## config.mk

```make
export PLATFORM = sky130hd
export DESIGN_NAME = iso_timestamp_to_epoch_seconds
export DESIGN_NICKNAME = d
export VERILOG_FILES = /design/src/rtl/core/iso2ep_pkg.sv /design/src/rtl/core/iso2ep_ctrl.sv /design/src/rtl/core/iso2ep_dp.sv /design/src/rtl/core/iso_timestamp_to_epoch_seconds.sv
export SDC_FILE = /design/constraint.sdc
export NUM_CORES = 1
export LEC_CHECK = 0
export BUFFER_PORTS_ARGS = -buffer_cell sky130_fd_sc_hd__buf_2
export CORE_MARGIN = 2
export CORE_UTILIZATION = 40
export CTS_CLUSTER_DIAMETER = 50
export CTS_CLUSTER_SIZE = 10
export DETAILED_ROUTE_END_ITERATION = 16
export PLACE_DENSITY = 0.69
export SLEW_MARGIN = 30
export SYNTH_ARGS = -nofsm -noshare
export SYNTH_HDL_FRONTEND = slang
export SYNTH_SLANG_ARGS = --single-unit
```

## constraint.sdc

```tcl
create_clock -name clk_i -period 6.33 [get_ports clk_i]
set_input_delay 0.633 -clock clk_i [delete_from_list [all_inputs] [get_ports clk_i]]
set_output_delay 0.633 -clock clk_i [all_outputs]
set_load 0.01 [all_outputs]
```

## src/rtl/core/iso2ep_pkg.sv

```systemverilog
// Shared types, constants and tables for the ISO timestamp to epoch converter.
// No dependencies; imported by iso2ep_ctrl, iso2ep_dp and the top level.
package iso2ep_pkg;

  // Field widths
  localparam int unsigned CharW  = 8;
  localparam int unsigned PosW   = 5;
  localparam int unsigned YearW  = 14;
  localparam int unsigned FieldW = 7;
  localparam int unsigned EpochW = 39;

  // Text layout of YYYY-MM-DDTHH:MM:SS
  localparam logic [PosW-1:0] FullLen  = 5'd19;
  localparam logic [PosW-1:0] PosDashY = 5'd4;
  localparam logic [PosW-1:0] PosDashM = 5'd7;
  localparam logic [PosW-1:0] PosSep   = 5'd10;
  localparam logic [PosW-1:0] PosColH  = 5'd13;
  localparam logic [PosW-1:0] PosColM  = 5'd16;

  // Characters
  localparam logic [CharW-1:0] ChZero  = 8'h30;
  localparam logic [CharW-1:0] ChNine  = 8'h39;
  localparam logic [CharW-1:0] ChDash  = 8'h2D;
  localparam logic [CharW-1:0] ChColon = 8'h3A;
  localparam logic [CharW-1:0] ChUpT   = 8'h54;
  localparam logic [CharW-1:0] ChLowT  = 8'h74;
  localparam logic [CharW-1:0] ChSpace = 8'h20;

  // Calendar constants
  localparam logic [12:0] EraRecip   = 13'd5243;  // ceil(2^21 / 400)
  localparam int unsigned EraShift   = 21;

  // Controller states
  typedef enum logic [2:0] {
    ST_PARSE,
    ST_ERA,
    ST_YOE,
    ST_DOE,
    ST_DAYS,
    ST_TOTAL,
    ST_HOLD
  } state_e;

  // Commands from controller to datapath
  typedef struct packed {
    logic take;      // accept one character beat into the parser
    logic load;      // final character: latch fields, clear parser
    logic era;       // shifted year and era
    logic yoe;       // year of era, day of year
    logic doe;       // day of era, second of day
    logic days;      // days since 1970
    logic total;     // seconds since 1970
    logic out_load;  // move result into the output register
  } cmd_t;

  // Days before the start of a March-based month: (153 * mp + 2) / 5
  function automatic logic [8:0] month_base(input logic [3:0] mp);
    logic [8:0] base;
    case (mp)
      4'd0:    base = 9'd0;
      4'd1:    base = 9'd31;
      4'd2:    base = 9'd61;
      4'd3:    base = 9'd92;
      4'd4:    base = 9'd122;
      4'd5:    base = 9'd153;
      4'd6:    base = 9'd184;
      4'd7:    base = 9'd214;
      4'd8:    base = 9'd245;
      4'd9:    base = 9'd275;
      4'd10:   base = 9'd306;
      4'd11:   base = 9'd337;
      default: base = 9'd0;
    endcase
    return base;
  endfunction

endpackage

```

## src/rtl/core/iso2ep_ctrl.sv

```systemverilog
// Sequencer for the timestamp converter: parse phase, conversion steps, result hand-off.
// Depends on iso2ep_pkg.
module iso2ep_ctrl (
  input  logic              clk_i,
  input  logic              rst_ni,
  input  logic              in_valid_i,
  input  logic              last_char_i,
  output logic              in_stall_o,
  output logic              out_valid_o,
  input  logic              out_stall_i,
  output iso2ep_pkg::cmd_t  cmd_o
);
  import iso2ep_pkg::*;

  state_e state_q, state_d;
  logic   out_valid_q, out_valid_d;
  logic   out_free;

  // State and output valid registers
  always_ff @(posedge clk_i or negedge rst_ni) begin
    if (!rst_ni) begin
      state_q     <= ST_PARSE;
      out_valid_q <= 1'b0;
    end else begin
      state_q     <= state_d;
      out_valid_q <= out_valid_d;
    end
  end

  assign out_free = !out_valid_q || !out_stall_i;

  // Next state and commands
  always_comb begin
    state_d    = state_q;
    cmd_o      = '0;
    in_stall_o = 1'b1;
    unique case (state_q)
      ST_PARSE: begin
        in_stall_o = 1'b0;
        if (in_valid_i) begin
          cmd_o.take = 1'b1;
          if (last_char_i) begin
            cmd_o.load = 1'b1;
            state_d    = ST_ERA;
          end
        end
      end
      ST_ERA: begin
        cmd_o.era = 1'b1;
        state_d   = ST_YOE;
      end
      ST_YOE: begin
        cmd_o.yoe = 1'b1;
        state_d   = ST_DOE;
      end
      ST_DOE: begin
        cmd_o.doe = 1'b1;
        state_d   = ST_DAYS;
      end
      ST_DAYS: begin
        cmd_o.days = 1'b1;
        state_d    = ST_TOTAL;
      end
      ST_TOTAL: begin
        cmd_o.total = 1'b1;
        state_d     = ST_HOLD;
      end
      ST_HOLD: begin
        if (out_free) begin
          cmd_o.out_load = 1'b1;
          state_d        = ST_PARSE;
        end
      end
      default: state_d = ST_PARSE;
    endcase
  end

  // Output valid: set on load, cleared once the beat is taken
  always_comb begin
    out_valid_d = out_valid_q;
    if (cmd_o.out_load) begin
      out_valid_d = 1'b1;
    end else if (!out_stall_i) begin
      out_valid_d = 1'b0;
    end
  end

  assign out_valid_o = out_valid_q;

endmodule

```

## src/rtl/core/iso2ep_dp.sv

```systemverilog
// Datapath: character parser, calendar arithmetic and result register.
// Depends on iso2ep_pkg; driven by iso2ep_ctrl commands.
module iso2ep_dp (
  input  logic                                   clk_i,
  input  logic                                   rst_ni,
  input  iso2ep_pkg::cmd_t                       cmd_i,
  input  logic [iso2ep_pkg::CharW-1:0]           character_i,
  output logic                                   valid_res_o,
  output logic signed [iso2ep_pkg::EpochW-1:0]   epoch_seconds_o
);
  import iso2ep_pkg::*;

  // Parser state
  logic [PosW-1:0]   pos_q, pos_d;
  logic              err_q, err_d;
  logic [YearW-1:0]  yr_q, yr_d;
  logic [FieldW-1:0] mo_q, mo_d, dy_q, dy_d, hr_q, hr_d, mi_q, mi_d, se_q, se_d;

  logic       is_digit;
  logic [3:0] dv;
  logic       ok_d;

  // Latched fields for conversion
  logic              ok_q;
  logic [YearW-1:0]  cy_q;
  logic [3:0]        cm_q;
  logic [4:0]        cd_q, ch_q;
  logic [5:0]        cmi_q;
  logic [5:0]        cs_q;

  // Conversion registers
  logic signed [YearW:0]  yadj_q, yadj_d;
  logic [3:0]             mp_q, mp_d;
  logic signed [5:0]      era_q, era_d;
  logic [26:0]            era_prod;
  logic [8:0]             yoe_q, yoe_d, doy_q, doy_d;
  logic signed [15:0]     yoe_full;
  logic [17:0]            doe_q, doe_d;
  logic [1:0]             cent;
  logic [16:0]            sod_q, sod_d;
  logic signed [23:0]     days_q, days_d;
  logic signed [41:0]     total_full;
  logic [EpochW-1:0]      total_q;

  // Result register
  logic                     vres_q;
  logic signed [EpochW-1:0] epoch_q;

  // Character classification
  assign is_digit = (character_i >= ChZero) && (character_i <= ChNine);
  assign dv       = is_digit ? 4'(character_i - ChZero) : 4'd0;

  // Parser next values for one character beat
  always_comb begin
    pos_d = pos_q;
    err_d = err_q;
    yr_d  = yr_q;
    mo_d  = mo_q;
    dy_d  = dy_q;
    hr_d  = hr_q;
    mi_d  = mi_q;
    se_d  = se_q;
    if (pos_q < FullLen) begin
      pos_d = pos_q + 5'd1;
      case (pos_q) inside
        PosDashY, PosDashM: begin
          if (character_i != ChDash) err_d = 1'b1;
        end
        PosColH, PosColM: begin
          if (character_i != ChColon) err_d = 1'b1;
        end
        PosSep: begin
          if (character_i != ChUpT && character_i != ChLowT && character_i != ChSpace) begin
            err_d = 1'b1;
          end
        end
        default: begin
          if (!is_digit) begin
            err_d = 1'b1;
          end else if (pos_q < PosDashY) begin
            yr_d = 14'(yr_q * 14'd10 + 14'(dv));
          end else if (pos_q < PosDashM) begin
            mo_d = 7'(mo_q * 7'd10 + 7'(dv));
          end else if (pos_q < PosSep) begin
            dy_d = 7'(dy_q * 7'd10 + 7'(dv));
          end else if (pos_q < PosColH) begin
            hr_d = 7'(hr_q * 7'd10 + 7'(dv));
          end else if (pos_q < PosColM) begin
            mi_d = 7'(mi_q * 7'd10 + 7'(dv));
          end else begin
            se_d = 7'(se_q * 7'd10 + 7'(dv));
          end
        end
      endcase
    end
  end

  // Form and range check on the final character
  assign ok_d = (pos_d >= FullLen) && !err_d
             && (mo_d >= 7'd1) && (mo_d <= 7'd12)
             && (dy_d >= 7'd1) && (dy_d <= 7'd31)
             && (hr_d <= 7'd23) && (mi_d <= 7'd59) && (se_d <= 7'd60);

  // Parser registers: cleared after the final character
  always_ff @(posedge clk_i or negedge rst_ni) begin
    if (!rst_ni) begin
      pos_q <= '0;
      err_q <= 1'b0;
      yr_q  <= '0;
      mo_q  <= '0;
      dy_q  <= '0;
      hr_q  <= '0;
      mi_q  <= '0;
      se_q  <= '0;
    end else if (cmd_i.load) begin
      pos_q <= '0;
      err_q <= 1'b0;
      yr_q  <= '0;
      mo_q  <= '0;
      dy_q  <= '0;
      hr_q  <= '0;
      mi_q  <= '0;
      se_q  <= '0;
    end else if (cmd_i.take) begin
      pos_q <= pos_d;
      err_q <= err_d;
      yr_q  <= yr_d;
      mo_q  <= mo_d;
      dy_q  <= dy_d;
      hr_q  <= hr_d;
      mi_q  <= mi_d;
      se_q  <= se_d;
    end
  end

  // Latch fields; values only matter when the check passed
  always_ff @(posedge clk_i) begin
    if (cmd_i.load) begin
      ok_q  <= ok_d;
      cy_q  <= yr_d;
      cm_q  <= mo_d[3:0];
      cd_q  <= dy_d[4:0];
      ch_q  <= hr_d[4:0];
      cmi_q <= mi_d[5:0];
      cs_q  <= se_d[5:0];
    end
  end

  // Step 1: March-based year and month, era = floor(y / 400)
  assign yadj_d   = $signed({1'b0, cy_q}) - ((cm_q <= 4'd2) ? 15'sd1 : 15'sd0);
  assign mp_d     = (cm_q > 4'd2) ? (cm_q - 4'd3) : (cm_q + 4'd9);
  assign era_prod = 27'(yadj_d[YearW-1:0]) * 27'(EraRecip);
  assign era_d    = yadj_d[YearW] ? -6'sd1 : $signed(6'(era_prod >> EraShift));

  // Step 2: year of era, day of year
  assign yoe_full = 16'(yadj_q) - (16'(era_q) * 16'sd400);
  assign yoe_d    = yoe_full[8:0];
  assign doy_d    = month_base(mp_q) + 9'(cd_q) - 9'd1;

  // Step 3: day of era and second of day
  assign cent  = (yoe_q >= 9'd300) ? 2'd3 : (yoe_q >= 9'd200) ? 2'd2 :
                 (yoe_q >= 9'd100) ? 2'd1 : 2'd0;
  assign doe_d = 18'(yoe_q) * 18'd365 + 18'(yoe_q >> 2) - 18'(cent) + 18'(doy_q);
  assign sod_d = 17'(ch_q) * 17'd3600 + 17'(cmi_q) * 17'd60 + 17'(cs_q);

  // Step 4: days since 1970
  assign days_d = 24'(era_q) * 24'sd146097 + $signed({6'b0, doe_q}) - 24'sd719468;

  // Step 5: seconds since 1970
  assign total_full = 42'(days_q) * 42'sd86400 + $signed({25'b0, sod_q});

  // Conversion step registers
  always_ff @(posedge clk_i) begin
    if (cmd_i.era) begin
      yadj_q <= yadj_d;
      mp_q   <= mp_d;
      era_q  <= era_d;
    end
    if (cmd_i.yoe) begin
      yoe_q <= yoe_d;
      doy_q <= doy_d;
    end
    if (cmd_i.doe) begin
      doe_q <= doe_d;
      sod_q <= sod_d;
    end
    if (cmd_i.days) begin
      days_q <= days_d;
    end
    if (cmd_i.total) begin
      total_q <= total_full[EpochW-1:0];
    end
  end

  // Result register; zero seconds when the text was rejected
  always_ff @(posedge clk_i) begin
    if (cmd_i.out_load) begin
      vres_q  <= ok_q;
      epoch_q <= ok_q ? $signed(total_q) : '0;
    end
  end

  assign valid_res_o     = vres_q;
  assign epoch_seconds_o = epoch_q;

endmodule

```

## src/rtl/core/iso_timestamp_to_epoch_seconds.sv

```systemverilog
// Top level of the ISO timestamp to epoch seconds converter.
// Depends on iso2ep_pkg, iso2ep_ctrl and iso2ep_dp.
//
// Takes YYYY-MM-DDTHH:MM:SS text one character per beat, last_char_i marking the
// final character, and returns one result beat per string: valid_res_o and signed
// UTC seconds since 1970 (zero when the text is malformed, short or out of range;
// characters past the nineteenth are ignored, second 60 is accepted and the day is
// not checked against month length). Characters are taken one per cycle. After the
// final character the input stalls while the controller walks the datapath through
// the calendar steps (era, year of era, day of era, days, seconds, result load); the
// stall is longer if the previous result has not yet been taken. A pending result
// sits in its own output register, so the next string may start while the receiver
// is still stalling.
module iso_timestamp_to_epoch_seconds (
  input  logic                                 clk_i,
  input  logic                                 rst_ni,
  input  logic                                 in_valid_i,
  output logic                                 in_stall_o,
  input  logic [iso2ep_pkg::CharW-1:0]         character_i,
  input  logic                                 last_char_i,
  output logic                                 out_valid_o,
  input  logic                                 out_stall_i,
  output logic                                 valid_res_o,
  output logic signed [iso2ep_pkg::EpochW-1:0] epoch_seconds_o
);
  import iso2ep_pkg::*;

  cmd_t cmd;

  // Sequencer
  iso2ep_ctrl u_ctrl (
    .clk_i       (clk_i),
    .rst_ni      (rst_ni),
    .in_valid_i  (in_valid_i),
    .last_char_i (last_char_i),
    .in_stall_o  (in_stall_o),
    .out_valid_o (out_valid_o),
    .out_stall_i (out_stall_i),
    .cmd_o       (cmd)
  );

  // Parser and calendar datapath
  iso2ep_dp u_dp (
    .clk_i           (clk_i),
    .rst_ni          (rst_ni),
    .cmd_i           (cmd),
    .character_i     (character_i),
    .valid_res_o     (valid_res_o),
    .epoch_seconds_o (epoch_seconds_o)
  );

endmodule

```

### Word-level counts from Yosys, hierarchy flattened

Memories as Yosys holds them, arrays and structs flattened. A register that Yosys moved wholly into a read port is not among the register bits.
Cells that the tools add are included.

* divide/modulo/power cells: 0
* reductions and logical operators: 20
* shift operators: 0
* $mul: 13
* multiplexer cells: 99
* $lt $le $gt $ge: 21
* eq/ne operators: 20
* bitwise logic cells: 0
* $add $sub $neg: 22

Operator list (number)
* 7-bit 2-to-1 mux: 54
* 14-bit 2-to-1 mux: 8
* 39-bit by 18-bit adder with 39-bit output: 1
* 7-bit by 4-bit adder with 7-bit output: 5
* 7-bit by 3-bit multiplier with 6-bit output (second input constant): 5
* 24-bit by 11-bit multiplier with 32-bit output (second input constant): 1
* 14-bit by 13-bit multiplier with 27-bit output (second input constant): 1
* 24-bit by 19-bit adder with 24-bit output: 1
* 6-bit by 19-bit multiplier with 24-bit output (second input constant): 1
* 8-bit by 6-bit inequality test with 1-bit output (second input constant): 3
* 24-bit by 21-bit subtractor with 24-bit output (second input constant): 1
* 1-bit 2-to-1 mux: 23
* 3-bit one-hot mux with 7 select lines: 1
* 18-bit by 7-bit adder with 18-bit output: 1
* 18-bit by 9-bit adder with 18-bit output: 1
* 9-bit by 9-bit multiplier with 18-bit output (second input constant): 1
* 18-bit by 2-bit subtractor with 18-bit output: 1
* 17-bit by 12-bit adder with 17-bit output: 1
* 17-bit by 6-bit adder with 17-bit output: 1
* 8-bit by 7-bit inequality test with 1-bit output (second input constant): 2
* 5-bit 2-to-1 mux: 3
* 14-bit by 1-bit subtractor with 15-bit output: 1
* 14-bit by 4-bit adder with 14-bit output: 1
* 7-bit by 1-bit greater-or-equal comparator with 1-bit output (second input constant): 2
* other kinds (43): 75

* register bits: 275
* bits in writable memories: 0
* memories: 1
* bits in latches: 0
* ROM bits: 144
* logic and storage cells: 224

Memory list
* (no name shown): depth 16, width 9, rd ports 1, clocked after Yosys merged registers in 1, wr ports 0, line iso2ep_pkg.sv:59 `case (mp)`

### Depth between registers and ports, before layout

* depth in word-level cells: 19
* mapped depth: 30
* gate-level depth less buffers: 30

### Hierarchy

A second synthesis with hierarchy kept.

* cell total of the unflattened synthesis: 2723
* area total of the unflattened synthesis: 28492.3 sq um

Modules (own cells, without submodules)
* iso2ep_dp: area each 28229.6 sq um, cells each 2693, instances 1
* iso2ep_ctrl: area each 262.8 sq um, cells each 30, instances 1

### Worst setup path after synthesis

No wires, ideal clock.

* path type: register -> register
* start: register u_dp.cy_q[4]
* end: register u_dp.era_q[5] (data pin)
* stages on the path, launching flop included: 25
* setup slack: -0.316 ns
* arrival: 6.391 ns
* data required time: 6.075 ns
* buffers on the path: 0
* cell sequence: edfxtp_1 -> or4_1 -> nor4_1 -> nand3_1 -> or3_1 -> xnor2_1 -> inv_1 -> fa_1 -> inv_1 -> ha_1 -> fa_1 -> fa_1 -> inv_1 -> fa_1 -> inv_1 -> ha_1 -> a21o_1 -> a21o_1 -> a21oi_1 -> o21ai_0 -> nor3_1 -> a21oi_1 -> a41oi_1 -> mux2i_1 -> nor2_1

* longest elaborated chain between the ends: 2

RTL lines
* start, declared: line iso2ep_dp.sv:25 `logic [YearW-1:0] cy_q;`
* start signal, assigned: line iso2ep_dp.sv:140 `cy_q <= yr_d;`
* 14-bit by 1-bit subtractor with 15-bit output *: line iso2ep_dp.sv:150 `assign yadj_d = $signed({1'b0, cy_q}) - ((cm_q <= 4'd2) ? 15'sd1 : 15'sd0);`
* 14-bit by 13-bit multiplier with 27-bit output: line iso2ep_dp.sv:152 `assign era_prod = 27'(yadj_d[YearW-1:0]) * 27'(EraRecip);`
* end signal, assigned: line iso2ep_dp.sv:177 `era_q <= era_d;`
* end, declared: line iso2ep_dp.sv:34 `logic signed [5:0] era_q, era_d;`

Mark *: on every way between the ends. The rest lies on a longest branch, timed or not.
A chain may end at the register's enable or synchronous reset.

### Worst setup path in the final report

* start: register u_dp.cy_q[4]
* end: register u_dp.era_q[4] (data pin)

Same word-level chain as after synthesis.

==> results.md <==
* Outcome: complete, no violations
* Slack of the worst reg-to-reg path at roughly 0.12 ns
* Placed instance area at ~30,000 sq um
* Total gr overflow at 0
* GP Congestion at 0.862
* Drt first-iter violations at between 600 and 700
* Die Area at 72,800 sq um
* Synth cell types at 84
* Top Family by Delay on Critical Path: adder cells
* # DRC at 0
* Routed WL per cell at 13.8 um
* Largest net degree at the start of global routing at 60
* Critical path launch point: u_dp.cy_q[4]
* Num CTS Buffers at 40
* Worst-path clk slew at 0.05 ns
* Post-Route WL at 52.7 mm
* Max stage delay cell, worst path: or4_4
* Max Fclk at about 0.16 GHz
* Mean Syn Cell Area at between 10 and 15 sq um
* Worst-Margin Slew at 0.930 ns
* CTS H-Tree Depth at 2
* R2R depth at 25
* Most frequent cells in the layout: inv_1 (531), ha_1 (477), fa_1 (228)
* Warnings from Yosys at 0
* MaxCap Viol Count at 0
* Crit. End Element: register
* Input/output buffers at 54
* Clock root buffer: clkbuf_16
* Chip Height at between 200 and 300 um
* Post-route cell area at 31,800 sq um
* Grt met3 use at around 1.8%
* Worst setup SP type: register
* Crit path buf inv count at 5
* GR peak layer: met2
* FFs w/ async S/R, synth at 20.8%
* Worst skew pair latency at 0.55 ns
* Slew Limit Headroom at 38.0%
* Part of the cycle the worst path needs at between 90% and 100%
* Core area at 70,000 sq um
* Commonest non-fill, non-tap cell in the layout: inv_1
* Sinks on Clock Net at 284
* # diodes at 0
* CTS tree: built
* I/O pins at between 50 and 60
* Slowest cell delay on critical path at 0.57 ns
* Fin. max-slew vios at 0
* DP Wirelength at 42.0 mm
* RSZ-0062 raised after global routing: yes
* Met1 usage at 18.5%
* Starting Density at 40.3%
* Vias at about 18,000
* Layout cells sized above 1 at 10.0%
* Worst EP required at 6.62 ns
* Die Wd at 270 um
* CP Max Fanout at 4
* Post-synthesis register bit count at 284
* Final Hold Viols at 0
* CTS max path bufs at 3
* Nets at ~3,600
* Number of global-route vias before repair at between 15,000 and 20,000
* Via-per-instance ratio at roughly 4.8
* Num rows at 97
* Levels on crit path at 25
* CP Data Arrival Time at 6.50 ns
* WS Path Type: reg2reg
* Syn nets at ~3,400
* Drt pass-1 iters at 7
* Routed Antenna Nets at 0
* Layout Area Growth over Synthesis at 12.5%
* Cell count after synthesis at between 2,000 and 3,000
* Setup violators final at 0
* Min Tclk post-route at slightly above 6 ns
* Met2 Resource Use GR at 27.0%
* Reg2reg start: u_dp.cy_q[4]
* Total GRT Usage at 14.8%
* Initial antenna violation count at 0
* Register area share after synthesis at 28.8%
* Mapped cell area at about 28,000 sq um
* EDFF count, synth at between 200 and 250
* Clock Skew at ~0.017 ns
* Global-route wire length before repair at ~90 mm
* Synth Flop Type: edfxtp_1
* Worst Hold Class: in2async
* Reg2reg end: u_dp.era_q[4]
cell type report:
type | count | area [sq um]
fillers | 6474 | 38200
multi-input cells | 1835 | 18200
flip-flops and latches | 284 | 8140
inverters | 549 | 2060
well taps | 940 | 1180
clock buffers | 59 | 1140
repair buffers | 129 | 848
clock inverters | 13 | 168
registers in the layout, indices dropped and copies added, names as in the netlist, 3 cells and up, named ones only:
register              cells
u_dp.yadj_q               9
u_dp.hr_q                 7
u_dp.dy_q                 7
u_dp.ch_q                 5
u_dp.yoe_q                9
u_dp.days_q              24
u_dp.cmi_q                6
u_dp.cd_q                 5
u_dp.pos_q                5
u_dp.yr_q                14
u_dp.era_q                6
u_dp.sod_q               17
u_dp.epoch_seconds_o     39
u_dp.mi_q                 7
u_dp.se_q                 7
u_dp.cy_q                14
u_dp.doe_q               18
u_dp.doy_q                9
u_dp.cs_q                 6
u_dp.total_q             39
u_dp.cm_q                 4
u_dp.mp_q                 4
u_ctrl.state_q            3
u_dp.mo_q                 7
kinds of logic (layout without fill, tap and decap cells):
family | Yosys count | in the layout | synth area share (%)
flip-flops | 284 | 284 | 28.8
AO/OA/AOI/OAI | 401 | 401 | 9.26
adder cells (fa/ha/maj) | 720 | 720 | 38.0
AND/OR/NAND/NOR | 476 | 476 | 8.51
buffers and inverters | 587 | 750 | 7.82
multiplexers | 26 | 26 | 0.979
XOR/XNOR | 212 | 212 | 6.65
worst register-to-register path, cell delays in order (launching register included):
cell and delay, ns:
edfxtp_1 0.38, or4_4 0.57, nor4_4 0.16, nand3_1 0.14, or3_4 0.42, xnor2_4 0.21
inv_2 0.08, buf_6 0.12, fa_1 0.50, inv_2 0.05, ha_4 0.26, fa_2 0.43
fa_1 0.49, inv_1 0.05, fa_1 0.50, inv_2 0.05, ha_4 0.24, nand4_1 0.16
nor2_2 0.21, nand3_1 0.12, nand2_1 0.10, a41oi_2 0.06, a21oi_4 0.23, a41oi_2 0.18
a21oi_1 0.17, a31oi_1 0.05
per-layer routing:
metal	share of wire [%]	vias up
met1	45	8792
met4	2.3	0
met2	49	210
li1	-	9321
met5	0	-
met3	2.9	81
cells in the mapped netlist, drive strengths merged (4+ instances only):
| cell | instances | area share [%] |
|---|---|---|
| xnor2 | 156 | 4.8 |
| a41oi | 5 | 0.18 |
| xor2 | 55 | 1.7 |
| and2 | 47 | 1.0 |
| o21ai | 103 | 1.8 |
| dfxtp | 9 | 0.64 |
| a21oi | 107 | 1.9 |
| a31oi | 15 | 0.33 |
| edfxtp | 216 | 23 |
| inv | 548 | 7.3 |
| mux2i | 13 | 0.46 |
| a211oi | 13 | 0.36 |
| nor2b | 11 | 0.24 |
| nor4 | 11 | 0.32 |
| or2 | 8 | 0.19 |
| nor2 | 98 | 1.3 |
| nor3 | 29 | 0.51 |
| a22o | 31 | 0.96 |
| ha | 488 | 22 |
| nand3 | 32 | 0.58 |
| nand4 | 14 | 0.31 |
| o21bai | 21 | 0.57 |
| o21a | 11 | 0.29 |
| or3 | 12 | 0.28 |
| mux2 | 13 | 0.52 |
| fa | 229 | 16 |
| nand3b | 7 | 0.19 |
| and4 | 4 | 0.12 |
| buf | 6 | 0.097 |
| o311ai | 4 | 0.12 |
| nor3b | 7 | 0.19 |
| and3 | 13 | 0.29 |
| a31o | 4 | 0.12 |
| nand2b | 22 | 0.49 |
| dfrtp | 59 | 5.2 |
| nand2 | 142 | 1.9 |
| a21o | 45 | 1.2 |
| o211ai | 7 | 0.20 |
| or4 | 8 | 0.21 |
| o31ai | 4 | 0.16 |
| clkbuf | 32 | 0.43 |
| a21boi | 8 | 0.21 |
what timing repair did:
item | in CTS | in global routing
pin swaps | 39 | 30
buffers inserted | 8 | 13
hold buffers | 0 | 0
resized for setup | 27 | 31
setup endpoints to repair | 5 | 11
worst max-delay path by stage:
stage,slack [ns],end
2_1_floorplan,0.02,u_dp.era_q[3]
6_report,0.12,u_dp.era_q[4]
3_5_place_dp,-0.13,u_dp.era_q[4]
3_3_place_gp,-0.06,u_dp.era_q[5]
4_1_cts,-0.04,u_dp.era_q[5]
5_1_grt,-0.15,u_dp.era_q[4]
per-stage QoR:
step | hold WS [ns] | worst slack (ns) | utilization [%] | setup TNS [ns] | std cells
global route | 0.307 | -0.146 | 45.4 | -0.496 | 3809
floorplan | 0.337 | 0.0223 | - | 0 | 2706
finish | 0.253 | 0.121 | 45.4 | 0 | 3809
detailed placement | 0.405 | -0.131 | 42.9 | -0.435 | 3717
CTS | 0.268 | -0.0377 | 45.1 | -0.0377 | 3797
global placement | 0.401 | -0.0642 | 42.9 | -0.162 | 3716
Power is left out: the tool's default activity adds up to more than one toggle a clock period on the data nets, which glitch-free logic cannot reach.
